## src/rtl/murl_pkg.sv

```systemverilog
// shared types, constants and helper functions for the meter uart register link
// no dependencies; imported by every module of the block
`timescale 1ns / 1ps
`default_nettype none

package murl_pkg;

    // frame constants
    localparam logic [7:0] HDR_BYTE  = 8'h7D;
    localparam logic [7:0] SUM_BIAS  = 8'h33;
    localparam logic [4:0] MAX_WORDS = 5'd16;

    // job queue between front and back
    localparam int JOB_DEPTH = 4;
    localparam int JOB_PTR_W = $clog2(JOB_DEPTH);
    localparam int JOB_CNT_W = $clog2(JOB_DEPTH + 1);

    // input opcodes
    localparam logic [2:0] OP_WRITE = 3'd0;
    localparam logic [2:0] OP_READ  = 3'd1;
    localparam logic [2:0] OP_BLOCK = 3'd2;
    localparam logic [2:0] OP_RX    = 3'd3;
    localparam logic [2:0] OP_TICK  = 3'd4;

    // result kinds
    localparam logic [1:0] KIND_TX   = 2'd0;
    localparam logic [1:0] KIND_WORD = 2'd1;
    localparam logic [1:0] KIND_DONE = 2'd2;

    // configuration register indexes
    localparam logic [2:0] CFG_DEVICE     = 3'd0;
    localparam logic [2:0] CFG_READ_OP    = 3'd1;
    localparam logic [2:0] CFG_WRITE_OP   = 3'd2;
    localparam logic [2:0] CFG_BLOCK_OP   = 3'd3;
    localparam logic [2:0] CFG_WRITE_WAIT = 3'd4;
    localparam logic [2:0] CFG_READ_WAIT  = 3'd5;
    localparam logic [2:0] CFG_BLOCK_WAIT = 3'd6;

    typedef struct packed {
        logic [2:0]  opcode;
        logic [6:0]  reg_address;
        logic [31:0] write_data;
        logic [4:0]  word_count;
        logic [7:0]  rx_byte;
    } in_item_t;

    typedef struct packed {
        logic [1:0]  result_kind;
        logic [7:0]  tx_byte;
        logic [31:0] read_word;
        logic [3:0]  word_index;
        logic        checksum_ok;
        logic        timed_out;
        logic        last;
    } result_t;

    // one unit of work for the back end: a whole request frame or one single result
    typedef struct packed {
        logic        is_frame;
        logic        long_frame;   // write frame with data bytes
        logic [7:0]  cmd1;
        logic [7:0]  cmd2;
        logic [7:0]  cksum;
        logic [31:0] data;         // write data or received word
        logic [1:0]  kind;
        logic [3:0]  index;
        logic        ok;
        logic        to;
    } job_t;

    function automatic logic [7:0] finish_sum(input logic [7:0] s);
        return SUM_BIAS + ~s;
    endfunction

endpackage

`default_nettype wire

```

## src/rtl/murl_front.sv

```systemverilog
// front end: configuration registers, protocol state and classification of items
// depends on murl_pkg; emits one job per item that causes results
`timescale 1ns / 1ps
`default_nettype none

module murl_front (
    input  wire logic              clk,
    input  wire logic              rst_n,
    input  wire logic              take,
    input  wire murl_pkg::in_item_t item,
    input  wire logic              cfg_write,
    input  wire logic [2:0]        cfg_index,
    input  wire logic [7:0]        cfg_data,
    output logic                   job_push,
    output murl_pkg::job_t         job
);
    import murl_pkg::*;

    typedef enum logic [1:0] {PH_IDLE, PH_WRITE, PH_READ, PH_BLOCK} phase_t;

    localparam logic [2:0] SLOT_MARKER = 3'd0;
    localparam logic [2:0] SLOT_FIRST  = 3'd1;
    localparam logic [2:0] SLOT_LAST   = 3'd4;
    localparam logic [2:0] SLOT_SUM    = 3'd5;

    logic [1:0]  device_reg, read_op_reg, write_op_reg, block_op_reg;
    logic [7:0]  write_wait_reg, read_wait_reg, block_wait_reg;

    phase_t      phase_reg, phase_next;
    logic [7:0]  expected_sum_reg, expected_sum_next;
    logic [7:0]  running_sum_reg, running_sum_next;
    logic [2:0]  byte_slot_reg, byte_slot_next;
    logic [4:0]  word_counter_reg, word_counter_next;
    logic [4:0]  words_wanted_reg, words_wanted_next;
    logic [31:0] word_buffer_reg, word_buffer_next;
    logic [7:0]  wait_counter_reg, wait_counter_next;
    logic        job_push_next;
    job_t        job_next;

    logic [7:0]  cmd1_w, sum_w, cmd1_r, cmd2_r, rx_sum;
    logic [4:0]  cnt, cnt_m1, counter_inc;
    logic [1:0]  lane;
    logic [31:0] merged;
    logic [7:0]  wait_inc, limit;

    always_comb
    begin
        phase_next        = phase_reg;
        expected_sum_next = expected_sum_reg;
        running_sum_next  = running_sum_reg;
        byte_slot_next    = byte_slot_reg;
        word_counter_next = word_counter_reg;
        words_wanted_next = words_wanted_reg;
        word_buffer_next  = word_buffer_reg;
        wait_counter_next = wait_counter_reg;
        job_push_next     = 1'b0;
        job_next          = '0;

        // write frame
        cmd1_w = {4'b0000, device_reg, write_op_reg};
        sum_w  = cmd1_w + {1'b0, item.reg_address} + item.write_data[7:0]
               + item.write_data[15:8] + item.write_data[23:16] + item.write_data[31:24];

        // read frames: word count clamped to 1..MAX_WORDS
        if (item.opcode == OP_READ)
            cnt = 5'd1;
        else if (item.word_count == 5'd0)
            cnt = 5'd1;
        else if (item.word_count > MAX_WORDS)
            cnt = MAX_WORDS;
        else
            cnt = item.word_count;
        cnt_m1 = cnt - 5'd1;
        cmd1_r = {cnt_m1[3:0], device_reg,
                  (item.opcode == OP_READ) ? read_op_reg : block_op_reg};
        cmd2_r = (item.opcode == OP_READ) ? {1'b0, item.reg_address} : 8'h00;

        // response byte assembly
        lane        = byte_slot_reg[1:0] - 2'd1;
        merged      = word_buffer_reg | ({24'b0, item.rx_byte} << {lane, 3'b000});
        rx_sum      = running_sum_reg + item.rx_byte;
        counter_inc = word_counter_reg + 5'd1;

        // timeout
        wait_inc = (wait_counter_reg == 8'hFF) ? wait_counter_reg : wait_counter_reg + 8'd1;
        case (phase_reg)
            PH_WRITE: limit = write_wait_reg;
            PH_READ:  limit = read_wait_reg;
            default:  limit = block_wait_reg;
        endcase

        if (take)
        begin
            case (item.opcode)
                OP_WRITE:
                begin
                    if (phase_reg == PH_IDLE)
                    begin
                        job_push_next       = 1'b1;
                        job_next.is_frame   = 1'b1;
                        job_next.long_frame = 1'b1;
                        job_next.cmd1       = cmd1_w;
                        job_next.cmd2       = {1'b0, item.reg_address};
                        job_next.cksum      = finish_sum(sum_w);
                        job_next.data       = item.write_data;
                        phase_next          = PH_WRITE;
                        expected_sum_next   = finish_sum(sum_w);
                        running_sum_next    = 8'h00;
                        byte_slot_next      = SLOT_MARKER;
                        word_counter_next   = 5'd0;
                        words_wanted_next   = 5'd0;
                        word_buffer_next    = 32'h0;
                        wait_counter_next   = 8'h00;
                    end
                end
                OP_READ, OP_BLOCK:
                begin
                    if (phase_reg == PH_IDLE)
                    begin
                        job_push_next     = 1'b1;
                        job_next.is_frame = 1'b1;
                        job_next.cmd1     = cmd1_r;
                        job_next.cmd2     = cmd2_r;
                        job_next.cksum    = finish_sum(cmd1_r + cmd2_r);
                        phase_next        = (item.opcode == OP_READ) ? PH_READ : PH_BLOCK;
                        running_sum_next  = cmd1_r + cmd2_r;
                        expected_sum_next = 8'h00;
                        byte_slot_next    = SLOT_MARKER;
                        word_counter_next = 5'd0;
                        words_wanted_next = cnt;
                        word_buffer_next  = 32'h0;
                        wait_counter_next = 8'h00;
                    end
                end
                OP_RX:
                begin
                    if (phase_reg == PH_WRITE)
                    begin
                        job_push_next = 1'b1;
                        job_next.kind = KIND_DONE;
                        job_next.ok   = (item.rx_byte == expected_sum_reg);
                        phase_next    = PH_IDLE;
                    end
                    else if (phase_reg != PH_IDLE)
                    begin
                        if (byte_slot_reg == SLOT_SUM)
                        begin
                            job_push_next     = 1'b1;
                            job_next.kind     = KIND_DONE;
                            job_next.ok       = (item.rx_byte == finish_sum(running_sum_reg));
                            expected_sum_next = finish_sum(running_sum_reg);
                            phase_next        = PH_IDLE;
                            byte_slot_next    = SLOT_MARKER;
                        end
                        else if (byte_slot_reg == SLOT_MARKER)
                        begin
                            // marker byte is neither checked nor summed
                            byte_slot_next   = SLOT_FIRST;
                            word_buffer_next = 32'h0;
                        end
                        else
                        begin
                            running_sum_next = rx_sum;
                            word_buffer_next = merged;
                            if (byte_slot_reg < SLOT_LAST)
                                byte_slot_next = byte_slot_reg + 3'd1;
                            else
                            begin
                                job_push_next     = 1'b1;
                                job_next.kind     = KIND_WORD;
                                job_next.data     = merged;
                                job_next.index    = word_counter_reg[3:0];
                                word_counter_next = counter_inc;
                                byte_slot_next    = (counter_inc >= words_wanted_reg)
                                                  ? SLOT_SUM : SLOT_MARKER;
                            end
                        end
                    end
                end
                OP_TICK:
                begin
                    if (phase_reg != PH_IDLE)
                    begin
                        wait_counter_next = wait_inc;
                        if (wait_inc >= limit)
                        begin
                            job_push_next  = 1'b1;
                            job_next.kind  = KIND_DONE;
                            job_next.to    = 1'b1;
                            phase_next     = PH_IDLE;
                            byte_slot_next = SLOT_MARKER;
                        end
                    end
                end
                default:
                begin
                    job_push_next = 1'b0;
                end
            endcase
        end
    end

    always_ff @(posedge clk or negedge rst_n)
    begin
        if (!rst_n)
        begin
            device_reg       <= 2'd0;
            read_op_reg      <= 2'd1;
            write_op_reg     <= 2'd2;
            block_op_reg     <= 2'd3;
            write_wait_reg   <= 8'd50;
            read_wait_reg    <= 8'd100;
            block_wait_reg   <= 8'd200;
            phase_reg        <= PH_IDLE;
            expected_sum_reg <= 8'h00;
            running_sum_reg  <= 8'h00;
            byte_slot_reg    <= SLOT_MARKER;
            word_counter_reg <= 5'd0;
            words_wanted_reg <= 5'd0;
            word_buffer_reg  <= 32'h0;
            wait_counter_reg <= 8'h00;
            job_push         <= 1'b0;
            job              <= '0;
        end
        else
        begin
            if (cfg_write)
            begin
                case (cfg_index)
                    CFG_DEVICE:     device_reg     <= cfg_data[1:0];
                    CFG_READ_OP:    read_op_reg    <= cfg_data[1:0];
                    CFG_WRITE_OP:   write_op_reg   <= cfg_data[1:0];
                    CFG_BLOCK_OP:   block_op_reg   <= cfg_data[1:0];
                    CFG_WRITE_WAIT: write_wait_reg <= cfg_data;
                    CFG_READ_WAIT:  read_wait_reg  <= cfg_data;
                    CFG_BLOCK_WAIT: block_wait_reg <= cfg_data;
                    default:        device_reg     <= device_reg;
                endcase
            end
            phase_reg        <= phase_next;
            expected_sum_reg <= expected_sum_next;
            running_sum_reg  <= running_sum_next;
            byte_slot_reg    <= byte_slot_next;
            word_counter_reg <= word_counter_next;
            words_wanted_reg <= words_wanted_next;
            word_buffer_reg  <= word_buffer_next;
            wait_counter_reg <= wait_counter_next;
            job_push         <= job_push_next;
            job              <= job_next;
        end
    end

endmodule

`default_nettype wire

```

## src/rtl/murl_queue.sv

```systemverilog
// short job queue between front and back end, flip-flop storage
// depends on murl_pkg for job_t and depth constants
`timescale 1ns / 1ps
`default_nettype none

module murl_queue (
    input  wire logic        clk,
    input  wire logic        rst_n,
    input  wire logic        wr_en,
    input  wire murl_pkg::job_t wr_job,
    input  wire logic        rd_en,
    output murl_pkg::job_t   rd_job,
    output logic             not_empty,
    output logic             almost_full
);
    import murl_pkg::*;

    job_t                  slots [JOB_DEPTH];
    logic [JOB_PTR_W-1:0]  wr_ptr_reg, rd_ptr_reg;
    logic [JOB_CNT_W-1:0]  count_reg;
    logic                  do_rd;

    assign do_rd     = rd_en && (count_reg != '0);
    assign not_empty = (count_reg != '0);
    assign rd_job    = slots[rd_ptr_reg];
    // front has one registered job in flight, so hold back one slot
    assign almost_full = (count_reg >= JOB_CNT_W'(JOB_DEPTH - 1));

    always_ff @(posedge clk)
    begin
        if (wr_en)
            slots[wr_ptr_reg] <= wr_job;
    end

    always_ff @(posedge clk or negedge rst_n)
    begin
        if (!rst_n)
        begin
            wr_ptr_reg <= '0;
            rd_ptr_reg <= '0;
            count_reg  <= '0;
        end
        else
        begin
            if (wr_en)
                wr_ptr_reg <= wr_ptr_reg + 1'b1;
            if (do_rd)
                rd_ptr_reg <= rd_ptr_reg + 1'b1;
            if (wr_en && !do_rd)
                count_reg <= count_reg + 1'b1;
            else if (!wr_en && do_rd)
                count_reg <= count_reg - 1'b1;
        end
    end

endmodule

`default_nettype wire

```

## src/rtl/murl_back.sv

```systemverilog
// back end: expands jobs into result items through one output register
// depends on murl_pkg for job_t, result_t and frame constants
`timescale 1ns / 1ps
`default_nettype none

module murl_back (
    input  wire logic         clk,
    input  wire logic         rst_n,
    input  wire logic         job_valid,
    input  wire murl_pkg::job_t job,
    output logic              job_done,
    input  wire logic         pop,
    output logic              empty,
    output murl_pkg::result_t out_item
);
    import murl_pkg::*;

    logic [2:0] byte_idx_reg;
    logic       out_valid_reg;
    result_t    out_reg;
    logic       load, is_last;
    result_t    res;

    assign load     = !out_valid_reg || pop;
    assign job_done = load && job_valid && is_last;
    assign empty    = !out_valid_reg;
    assign out_item = out_reg;

    always_comb
    begin
        res = '0;
        if (job.is_frame)
        begin
            is_last         = job.long_frame ? (byte_idx_reg == 3'd7) : (byte_idx_reg == 3'd3);
            res.result_kind = KIND_TX;
            case (byte_idx_reg)
                3'd0:    res.tx_byte = HDR_BYTE;
                3'd1:    res.tx_byte = job.cmd1;
                3'd2:    res.tx_byte = job.cmd2;
                3'd3:    res.tx_byte = job.long_frame ? job.data[7:0] : job.cksum;
                3'd4:    res.tx_byte = job.data[15:8];
                3'd5:    res.tx_byte = job.data[23:16];
                3'd6:    res.tx_byte = job.data[31:24];
                default: res.tx_byte = job.cksum;
            endcase
        end
        else
        begin
            is_last         = 1'b1;
            res.result_kind = job.kind;
            res.read_word   = job.data;
            res.word_index  = job.index;
            res.checksum_ok = job.ok;
            res.timed_out   = job.to;
        end
        res.last = is_last;
    end

    always_ff @(posedge clk)
    begin
        if (load && job_valid)
            out_reg <= res;
    end

    always_ff @(posedge clk or negedge rst_n)
    begin
        if (!rst_n)
        begin
            byte_idx_reg  <= 3'd0;
            out_valid_reg <= 1'b0;
        end
        else if (load)
        begin
            out_valid_reg <= job_valid;
            if (job_valid)
                byte_idx_reg <= is_last ? 3'd0 : byte_idx_reg + 3'd1;
        end
    end

endmodule

`default_nettype wire

```

## src/rtl/meter_uart_register_link_top.sv

```systemverilog
// top level of the meter uart register link: front end, job queue, back end
// depends on murl_pkg, murl_front, murl_queue and murl_back
`timescale 1ns / 1ps
`default_nettype none

// host-side engine for a metering chip's uart register protocol. commands,
// received bytes and millisecond ticks come in through a queue-style push port;
// transmit bytes, received words and transaction-done results leave through a
// queue-style pop port. the front end takes each input request while full is
// low, updates the protocol state and posts at most one job into a four-entry
// job queue; the back end turns each job into results at one result per cycle
// while results are popped, through a registered output, so a write command
// yields eight results, a read or block read command four, and a received byte
// or tick at most one. full rises when the job queue is three deep, and stays
// low while the back end keeps up, so requests flow back to back. the user must
// write configuration registers via cfg_write/cfg_index/cfg_data only while the
// block is idle, which the block does not enforce; no clearing pass after reset.
module meter_uart_register_link_top (
    input  wire logic              clk,
    input  wire logic              rst_n,
    // request side
    input  wire logic              push,
    output logic                   full,
    input  wire murl_pkg::in_item_t in_item,
    // result side
    output logic                   empty,
    input  wire logic              pop,
    output murl_pkg::result_t      out_item,
    // configuration writes
    input  wire logic              cfg_write,
    input  wire logic [2:0]        cfg_index,
    input  wire logic [7:0]        cfg_data
);
    import murl_pkg::*;

    logic take;
    logic job_push;
    job_t front_job;
    job_t head_job;
    logic head_valid;
    logic head_done;

    // a request is taken whenever the queue has room for its job
    assign take = push && !full;

    murl_front u_front (
        .clk       (clk),
        .rst_n     (rst_n),
        .take      (take),
        .item      (in_item),
        .cfg_write (cfg_write),
        .cfg_index (cfg_index),
        .cfg_data  (cfg_data),
        .job_push  (job_push),
        .job       (front_job)
    );

    // decouples classification from result expansion
    murl_queue u_queue (
        .clk         (clk),
        .rst_n       (rst_n),
        .wr_en       (job_push),
        .wr_job      (front_job),
        .rd_en       (head_done),
        .rd_job      (head_job),
        .not_empty   (head_valid),
        .almost_full (full)
    );

    murl_back u_back (
        .clk       (clk),
        .rst_n     (rst_n),
        .job_valid (head_valid),
        .job       (head_job),
        .job_done  (head_done),
        .pop       (pop),
        .empty     (empty),
        .out_item  (out_item)
    );

endmodule

`default_nettype wire

```

## config.mk

```make
export PLATFORM = sky130hd
export DESIGN_NAME = meter_uart_register_link_top
export DESIGN_NICKNAME = d
export VERILOG_FILES = /design/src/rtl/murl_pkg.sv /design/src/rtl/murl_front.sv /design/src/rtl/murl_queue.sv /design/src/rtl/murl_back.sv /design/src/rtl/meter_uart_register_link_top.sv
export SDC_FILE = /design/constraint.sdc
export NUM_CORES = 1
export LEC_CHECK = 0
export ABC_AREA = 1
export ABC_CLOCK_PERIOD_IN_PS = 6980
export BUFFER_PORTS_ARGS = -buffer_cell sky130_fd_sc_hd__buf_2
export CAP_MARGIN = 20
export CORE_UTILIZATION = 33
export CTS_CLUSTER_SIZE = 10
export DETAILED_ROUTE_END_ITERATION = 10
export GPL_TIMING_DRIVEN = 0
export MAX_ROUTING_LAYER = met4
export SLEW_MARGIN = 20
export SYNTH_ARGS = -nofsm -noshare
export SYNTH_HDL_FRONTEND = slang
export SYNTH_SLANG_ARGS = --single-unit
```

## constraint.sdc

```tcl
create_clock -name clk -period 6.98 [get_ports clk]
set_clock_uncertainty 0.2 [all_clocks]
set_input_delay 0.349 -clock clk [delete_from_list [all_inputs] [get_ports clk]]
set_output_delay 0.349 -clock clk [all_outputs]
set_load 0.01 [all_outputs]
```

==> results of run 1 <==
==> worst paths after layout <==
path / startpoint / slack (ns) / cells past startpoint / to
min reg2reg: u_front.job[6] / 0.26 / 0 / u_queue.slots[3][6]
min in group asynchronous: rst_n / 0.09 / 3 / u_front.read_wait_reg[7]
max: in_item[39] / 2.56 / 18 / u_front.expected_sum_reg[5]
min: in_item[16] / 0.03 / 3 / u_front.job[11]
max reg2reg: u_front.device_reg[0] / 2.65 / 16 / u_front.expected_sum_reg[5]
max in group asynchronous: rst_n / 5.62 / 4 / u_front.job[33]
==> final cells by class <==
cell class	count	area [µm²]	area share (%)
Sequential cell	489	13800	51.6
Buffer	83	383	1.43
Timing Repair Buffer	191	1450	5.43
Antenna cell	1	2.50	0.00935
Multi-Input combinational cell	1351	7400	27.7
Clock inverter	5	77.6	0.290
Inverter	264	1010	3.78
Tap cell	873	1090	4.08
Clock buffer	95	1540	5.74
==> kinds of logic after synthesis <==
family | Yosys count | synth area share [%]
AO/OA/AOI/OAI | 430 | 10.9
flip-flops | 489 | 61.2
AND/OR/NAND/NOR | 795 | 14.6
XOR/XNOR | 41 | 1.59
adder cells (fa/ha/maj) | 85 | 5.61
buffers and inverters | 347 | 6.13
==> critical path, cell delays in order <==
cell	delay [ns]
sky130_fd_sc_hd__dlygate4sd3_1	0.51
sky130_fd_sc_hd__buf_2	0.19
sky130_fd_sc_hd__inv_1	0.08
sky130_fd_sc_hd__fa_1	0.53
sky130_fd_sc_hd__inv_1	0.06
sky130_fd_sc_hd__fa_1	0.53
sky130_fd_sc_hd__inv_1	0.06
sky130_fd_sc_hd__fa_1	0.43
sky130_fd_sc_hd__inv_1	0.07
sky130_fd_sc_hd__ha_1	0.16
sky130_fd_sc_hd__inv_1	0.06
sky130_fd_sc_hd__fa_1	0.45
sky130_fd_sc_hd__xnor2_1	0.32
sky130_fd_sc_hd__nand2_1	0.09
sky130_fd_sc_hd__inv_1	0.09
sky130_fd_sc_hd__xor2_1	0.39
sky130_fd_sc_hd__or2_2	0.20
sky130_fd_sc_hd__a31oi_1	0.09
==> power breakdown <==
group,internal (W),total (W),switching (W)
registers,0.00363,0.00384,0.000211
logic,0.00133,0.00419,0.00286
clock network,0.00149,0.00264,0.00115
==> stage by stage <==
step / hold WS (ns) / TNS [ns] / instance area [µm²] / setup WS [ns]
floorplan: -0.147 / 0 / 22600 / 2.08
global placement: 0.264 / -0.0981 / 24300 / -0.0973
detailed placement: 0.180 / 0 / 24500 / 2.58
CTS: 0.00285 / 0 / 26800 / 2.65
global route: 0.00160 / 0 / 26800 / 2.40
finish: 0.0277 / 0 / 26800 / 2.56
==> cells in the mapped netlist, types with 26 or more instances <==
cell / n
sky130_fd_sc_hd__dfrtp_1: 167
sky130_fd_sc_hd__xor2_1: 26
sky130_fd_sc_hd__buf_2: 30
sky130_fd_sc_hd__a32o_1: 32
sky130_fd_sc_hd__clkbuf_1: 40
sky130_fd_sc_hd__nand3_1: 112
sky130_fd_sc_hd__ha_1: 58
sky130_fd_sc_hd__a21oi_1: 119
sky130_fd_sc_hd__o21ai_0: 174
sky130_fd_sc_hd__o21ai_1: 40
sky130_fd_sc_hd__edfxtp_1: 309
sky130_fd_sc_hd__inv_1: 251
sky130_fd_sc_hd__o22ai_1: 30
sky130_fd_sc_hd__fa_1: 27
sky130_fd_sc_hd__nand2_1: 481
sky130_fd_sc_hd__nor2_1: 156
==> layer usage <==
layer | global-route usage (%) | share of wire [%]
met2 | 30.4 | 45
met1 | 27.5 | 45
met5 | - | 0
met4 | 6.62 | 3.1
met3 | 2.39 | 6.4
==> repair_timing <==
| item | 4_1_cts | 5_1_grt |
|---|---|---|
| setup endpoints to repair | 0 | 0 |
| gates resized for setup | 0 | 0 |
| setup buffers | 0 | 0 |
| endpoints found under the hold margin | 166 | 0 |
| hold buffers | 61 | 0 |
==> impl_results.rst, run 1 <==
.. list-table::
   :header-rows: 1

   * - Metric
     - Value
   * - Post-detailed-route wirelength per cell
     - 20.0 µm
   * - Async S/R FF share, synth
     - 36.8%
   * - Pins over their slew limit
     - 0
   * - PD cells
     - 399 nW/µm²
   * - Clock Latency Late Sink
     - 0.62 ns
   * - RSZ-0062 raised after global routing
     - no
   * - Fraction of final layout cells sized beyond drive strength 1
     - 11.3%
   * - Synth Flop Type
     - sky130_fd_sc_hd__edfxtp_1
   * - Most frequent cells in the layout
     - sky130_fd_sc_hd__nand2_1, sky130_fd_sc_hd__edfxtp_1, sky130_fd_sc_hd__inv_1, sky130_fd_sc_hd__o21ai_0, sky130_fd_sc_hd__dfrtp_1
   * - Number of sinks on the clock net
     - 489
   * - CTS max path bufs
     - 3
   * - Detailed-routing iteration count for the pre-antenna-repair pass
     - 7
   * - Post-synthesis cell type with the largest combined area
     - sky130_fd_sc_hd__edfxtp_1
   * - Site Rows
     - 95
   * - Path type of the worst min-delay path
     - primary input to flip-flop
   * - Die Height
     - 263 µm
   * - Number of CTS-inserted buffers
     - 55
   * - Number of hold violations in the final report
     - 0
   * - Register name with the most flops
     - u_queue.slots
   * - Critical path class
     - primary input to flip-flop
   * - Cell area after technology mapping
     - 22600 µm²
   * - Fraction of the core area covered by cells at the end of the flow
     - 39.7%
   * - Net count of the mapped netlist
     - 2343
   * - Initial antenna violation count
     - 1
   * - Distinct cells, synth
     - 52
   * - Gate Count Post-Synth
     - 2187
   * - Final-report setup violation count
     - 0
   * - Estimated wirelength of the detail-placed design
     - 49500 µm
   * - H-tree depth
     - 2
   * - All-Layer GR Usage
     - 19.9%
   * - Via/cell ratio
     - 5.05
   * - Leakage power
     - 11.0 nW
   * - F_max
     - 226 MHz
   * - Number of nets with antenna violations after detailed routing
     - 0
   * - Via count
     - 16900
   * - Final weighted congestion in routability-driven placement
     - 0.911
   * - Critical path data arrival time
     - 4.68 ns
   * - I/O pin total
     - 122
   * - Largest fanout on the critical path
     - 3
   * - Largest net degree at the start of global routing
     - 93
   * - Total power
     - 0.0107 W
   * - Synthesized area divided by synthesized cell count
     - 10.3 µm²
   * - Total of buffers placed on input and output ports
     - 121
   * - Yosys warns
     - 0
   * - Total congestion overflow after global routing
     - 0
   * - Number of global-route vias before repair
     - 16800
   * - Max cap viols
     - 0
   * - Launching element type of the critical path
     - primary input
   * - Worst IR Drop VDD
     - 0.183 mV
   * - Most frequent standard cell in the layout excluding fill and tap cells
     - sky130_fd_sc_hd__nand2_1
   * - TritonCTS clock tree
     - yes
   * - Dominant cells by area after synthesis
     - sky130_fd_sc_hd__edfxtp_1, sky130_fd_sc_hd__dfrtp_1, sky130_fd_sc_hd__nand2_1
   * - Transition time at the pin with the least slew margin
     - 0.845 ns
   * - Syn-to-layout area delta
     - 18.6%
   * - Area fraction of the dominant cell type after synthesis
     - 41.1%
   * - Wire length of the first global-routing pass
     - 102000 µm
   * - #FFs+latches synth
     - 489
   * - Total Nets Final
     - 2591
   * - Part of the cycle the worst path needs
     - 63.3%
   * - Count of flip-flops with a built-in enable after synthesis
     - 309
   * - DRT iter0 DRCs
     - 1520
   * - Max FFs per register
     - 260
   * - Final wirelength
     - 67000 µm
   * - Area enclosed by the die boundary
     - 69400 µm²
   * - Non-Filler Instances
     - 3352
   * - Layout fillers
     - 6458
   * - Worst slew margin relative to its limit
     - 43.5%
   * - Minimum clock period after layout
     - 4.42 ns
   * - Clock Pin Slew Worst Setup and Hold Paths
     - 0.06 ns
   * - Result of the run
     - completed
   * - Starting Density
     - 33.5%
   * - Share of the yosys chip area belonging to registers
     - 61.2%
   * - Cell at the root of the clock tree
     - sky130_fd_sc_hd__clkbuf_16
   * - Placed insts
     - 3190
   * - Setup crit end kind
     - flip-flop
   * - Die width
     - 263 µm
   * - DRC viols
     - 0
   * - Area of the core
     - 67400 µm²
   * - Required time reported for the critical path endpoint
     - 7.24 ns
(Power assumes the default switching activity.)
==> run 2: changes to the inputs <==
--- a/config.mk
+++ b/config.mk
@@ -6,7 +6,7 @@
 export NUM_CORES = 1
 export LEC_CHECK = 0
 export ABC_AREA = 1
-export ABC_CLOCK_PERIOD_IN_PS = 6980
+export ABC_CLOCK_PERIOD_IN_PS = 4260
 export BUFFER_PORTS_ARGS = -buffer_cell sky130_fd_sc_hd__buf_2
 export CAP_MARGIN = 20
 export CORE_UTILIZATION = 33
==> constraint.sdc (replaced) <==
create_clock -name clk -period 4.26 [get_ports clk]
set_clock_uncertainty 0.2 [all_clocks]
set_input_delay 0.213 -clock clk [delete_from_list [all_inputs] [get_ports clk]]
set_output_delay 0.213 -clock clk [all_outputs]
set_load 0.01 [all_outputs]
==> run 2 against run 1 <==
Effect of this change:
- setup slack worse by 2.4 ns
- total power up 66%
- critical path type is now flip-flop to flip-flop
- sequential power up 64%
- routed wire length down 0.14%
- largest cell class unchanged
- combinational power up 65%
- utilization up 0.61 points
- die area unchanged
- clock power up 72%
- final cell count up 1.3%
- global-route usage down 0.18 points
==> impl_results.rst, run 2 (synthesized netlist as in run 1, its figures left out) <==
.. list-table::
   :header-rows: 1

   * - Metric
     - Value
   * - Post-detailed-route wirelength per cell
     - 19.7 µm (-1.4%)
   * - R2R Setup Slk
     - 0.16 ns (-2.49 ns)
   * - Dpl ws
     - 0.0789 ns (-2.50 ns)
   * - Site Rows
     - 95 (unchanged)
   * - Instance area at placement
     - 24500 µm² (-0.14%)
   * - Total Nets Final
     - 2624 (+1.3%)
   * - Most frequent standard cell in the layout excluding fill and tap cells
     - sky130_fd_sc_hd__nand2_1
   * - Die Height
     - 263 µm (unchanged)
   * - Estimated wirelength of the detail-placed design
     - 49400 µm (-0.22%)
   * - Layout fillers
     - 6466 (+0.12%)
   * - Die width
     - 263 µm (unchanged)
   * - Worst IR Drop VDD
     - 0.354 mV (+94%)
   * - I/O pin total
     - 122 (unchanged)
   * - H-tree depth
     - 2 (unchanged)
   * - RSZ-0062 raised after global routing
     - no
   * - PD cells
     - 653 nW/µm² (+64%)
   * - DRC viols
     - 0 (unchanged)
   * - CTS max path bufs
     - 3 (unchanged)
   * - Part of the cycle the worst path needs
     - 96.2%
   * - Max cap viols
     - 0 (unchanged)
   * - Clock Latency Late Sink
     - 0.63 ns (about the same)
   * - Wire length of the first global-routing pass
     - 101000 µm (-0.56%)
   * - Number of sinks on the clock net
     - 489 (unchanged)
   * - Area of all placed cells without fillers
     - 27200 µm² (+1.5%)
   * - Most frequent cells in the layout
     - sky130_fd_sc_hd__nand2_1, sky130_fd_sc_hd__edfxtp_1, sky130_fd_sc_hd__inv_1, sky130_fd_sc_hd__o21ai_0, sky130_fd_sc_hd__dfrtp_1
   * - Detailed-routing iteration count for the pre-antenna-repair pass
     - 5 (-2)
   * - Area taken by multi-input logic gates
     - 7420 µm² (+0.27%)
   * - Transition time at the pin with the least slew margin
     - 0.858 ns (+0.0128 ns)
   * - Minimum clock period after layout
     - 4.10 ns
   * - End of the worst hold path
     - u_front.write_wait_reg[5]
   * - Largest fanout on the critical path
     - 3 (unchanged)
   * - Via/cell ratio
     - 5.02 (-0.62%)
   * - Pins over their slew limit
     - 0 (unchanged)
   * - Via count
     - 17000 (+0.63%)
   * - Placed insts
     - 3189 (-0.031%)
   * - Number of hold violations in the final report
     - 0 (unchanged)
   * - Max FFs per register
     - 260 (unchanged)
   * - Worst slew margin relative to its limit
     - 42.6% (-0.86 points)
   * - Number of CTS-inserted buffers
     - 56 (+1.8%)
   * - WHS
     - 0.0146 ns (-0.0131 ns)
   * - Critical R2R Launch
     - u_front.device_reg[0]
   * - Number of global-route vias before repair
     - 16700 (-0.59%)
   * - Total of buffers placed on input and output ports
     - 121 (unchanged)
   * - Clock Pin Slew Worst Setup and Hold Paths
     - 0.06 ns (about the same)
   * - Number of nets with antenna violations after detailed routing
     - 0 (unchanged)
   * - Initial antenna violation count
     - 5 (+4)
   * - Path type of the worst min-delay path
     - primary input to flip-flop
   * - DRT iter0 DRCs
     - 1454 (-4.3%)
   * - All-Layer GR Usage
     - 19.7% (-0.18 points)
   * - Hold depth
     - 6 (+3)
   * - Cell at the root of the clock tree
     - sky130_fd_sc_hd__clkbuf_16
   * - Leakage power
     - 11.2 nW (+1.8%)
   * - Largest net degree at the start of global routing
     - 91 (-2.2%)
   * - Setup crit end kind
     - flip-flop
   * - Register Area
     - 13800 µm² (unchanged)
   * - Non-Filler Instances
     - 3394 (+1.3%)
   * - Launching element type of the critical path
     - flip-flop
   * - Cells on worst reg2reg path
     - 16 (unchanged)
   * - Hold path startpoint
     - cfg_write
   * - Required time reported for the critical path endpoint
     - 4.57 ns (-2.67 ns)
   * - Area of the core
     - 67400 µm² (unchanged)
   * - Final-report setup violation count
     - 0 (unchanged)
   * - Starting Density
     - 33.5% (unchanged)
   * - Final weighted congestion in routability-driven placement
     - 0.914 (+0.32%)
   * - Min setup slack post-route
     - 0.163 ns (-2.40 ns)
   * - Critical path data arrival time
     - 4.41 ns (-0.27 ns)
   * - Critical register-to-register path endpoint
     - u_front.expected_sum_reg[5]
   * - Area enclosed by the die boundary
     - 69400 µm² (unchanged)
   * - Register name with the most flops
     - u_queue.slots
   * - Critical path class
     - flip-flop to flip-flop
   * - Syn-to-layout area delta
     - 20.4%
   * - F_max
     - 244 MHz
   * - Total congestion overflow after global routing
     - 0 (unchanged)
   * - Fraction of final layout cells sized beyond drive strength 1
     - 11.5% (+0.23 points)
   * - TritonCTS clock tree
     - yes
   * - Total power
     - 0.0178 W (+66%)
   * - Result of the run
     - completed
   * - Final wirelength
     - 66900 µm (-0.14%)
-- run 2: changes by cell type in the layout (fill, tap and decap cells not counted), moves of 2 or more --
cell / delta
sky130_fd_sc_hd__diode_2: +4
sky130_fd_sc_hd__clkbuf_16: +2
sky130_fd_sc_hd__buf_4: +3
sky130_fd_sc_hd__clkbuf_1: +3
sky130_fd_sc_hd__dlygate4sd3_1: +30
sky130_fd_sc_hd__clkbuf_8: +2
-- run 2: area by class of cell --
| cell class | count | share of cell area (%) |
|---|---|---|
| Antenna cell | 5 | 0.0460 |
| Buffer | 83 | 1.41 |
| Clock buffer | 102 | 5.98 |
| Clock inverter | 4 | 0.285 |
| Inverter | 264 | 3.72 |
| Multi-Input combinational cell | 1351 | 27.3 |
| Sequential cell | 489 | 50.8 |
| Tap cell | 873 | 4.02 |
| Timing Repair Buffer | 223 | 6.44 |
-- run 2: through the flow --
stage / TNS [ns] / util (%)
floorplan: 0 / -
global placement: -45.37 / 36.0
detailed placement: 0 / 36.3
CTS: 0 / 40.2
global route: 0 / 40.3
finish: 0 / 40.3
-- run 2: timing repair --
action,4_1_cts,5_1_grt
gates resized for setup,0,4
buffers inserted,0,3
endpoints found under the hold margin,228,0
endpoints found under the setup margin,0,7
hold buffers,91,0
-- run 2: worst max path at each step --
stage	startpoint	to	cells past startpoint
floorplan	u_front.device_reg[0]	u_front.expected_sum_reg[5]	16
global placement	u_queue.count_reg[0]	u_queue.count_reg[1]	8
detailed placement	in_item[39]	u_front.job[47]	20
CTS	u_front.device_reg[0]	u_front.expected_sum_reg[5]	16
global route	u_front.device_reg[0]	u_front.expected_sum_reg[5]	16
finish	u_front.device_reg[0]	u_front.expected_sum_reg[5]	16
-- run 2: where the power goes --
group | switching (W) | internal [W] | leakage, nW
clock | 0.00191 | 0.00261 | 0.808
combinational | 0.00466 | 0.00227 | 5.33
sequential | 0.000346 | 0.00595 | 5.07
-- run 2: critical path, cell delays in order, from the launching register on --
cell	delay, ns
sky130_fd_sc_hd__dfrtp_1	0.37
sky130_fd_sc_hd__inv_1	0.10
sky130_fd_sc_hd__fa_1	0.49
sky130_fd_sc_hd__inv_1	0.06
sky130_fd_sc_hd__fa_1	0.53
sky130_fd_sc_hd__inv_1	0.06
sky130_fd_sc_hd__fa_1	0.43
sky130_fd_sc_hd__inv_1	0.07
sky130_fd_sc_hd__ha_1	0.16
sky130_fd_sc_hd__inv_1	0.07
sky130_fd_sc_hd__fa_2	0.61
sky130_fd_sc_hd__nand2_1	0.07
sky130_fd_sc_hd__nand2_1	0.06
sky130_fd_sc_hd__inv_1	0.05
sky130_fd_sc_hd__xor2_1	0.21
sky130_fd_sc_hd__or2_2	0.33
sky130_fd_sc_hd__a31oi_2	0.14
-- run 2: routing by layer --
layer / GRT usage (%) / up-vias / part of all wire [%]
met1: 25.6 / 8339 / 43
met4: 7.25 / 0 / 3.4
met5: - / - / 0
li1: - / 7985 / -
met2: 30.1 / 588 / 46
met3: 4.55 / 120 / 7.7
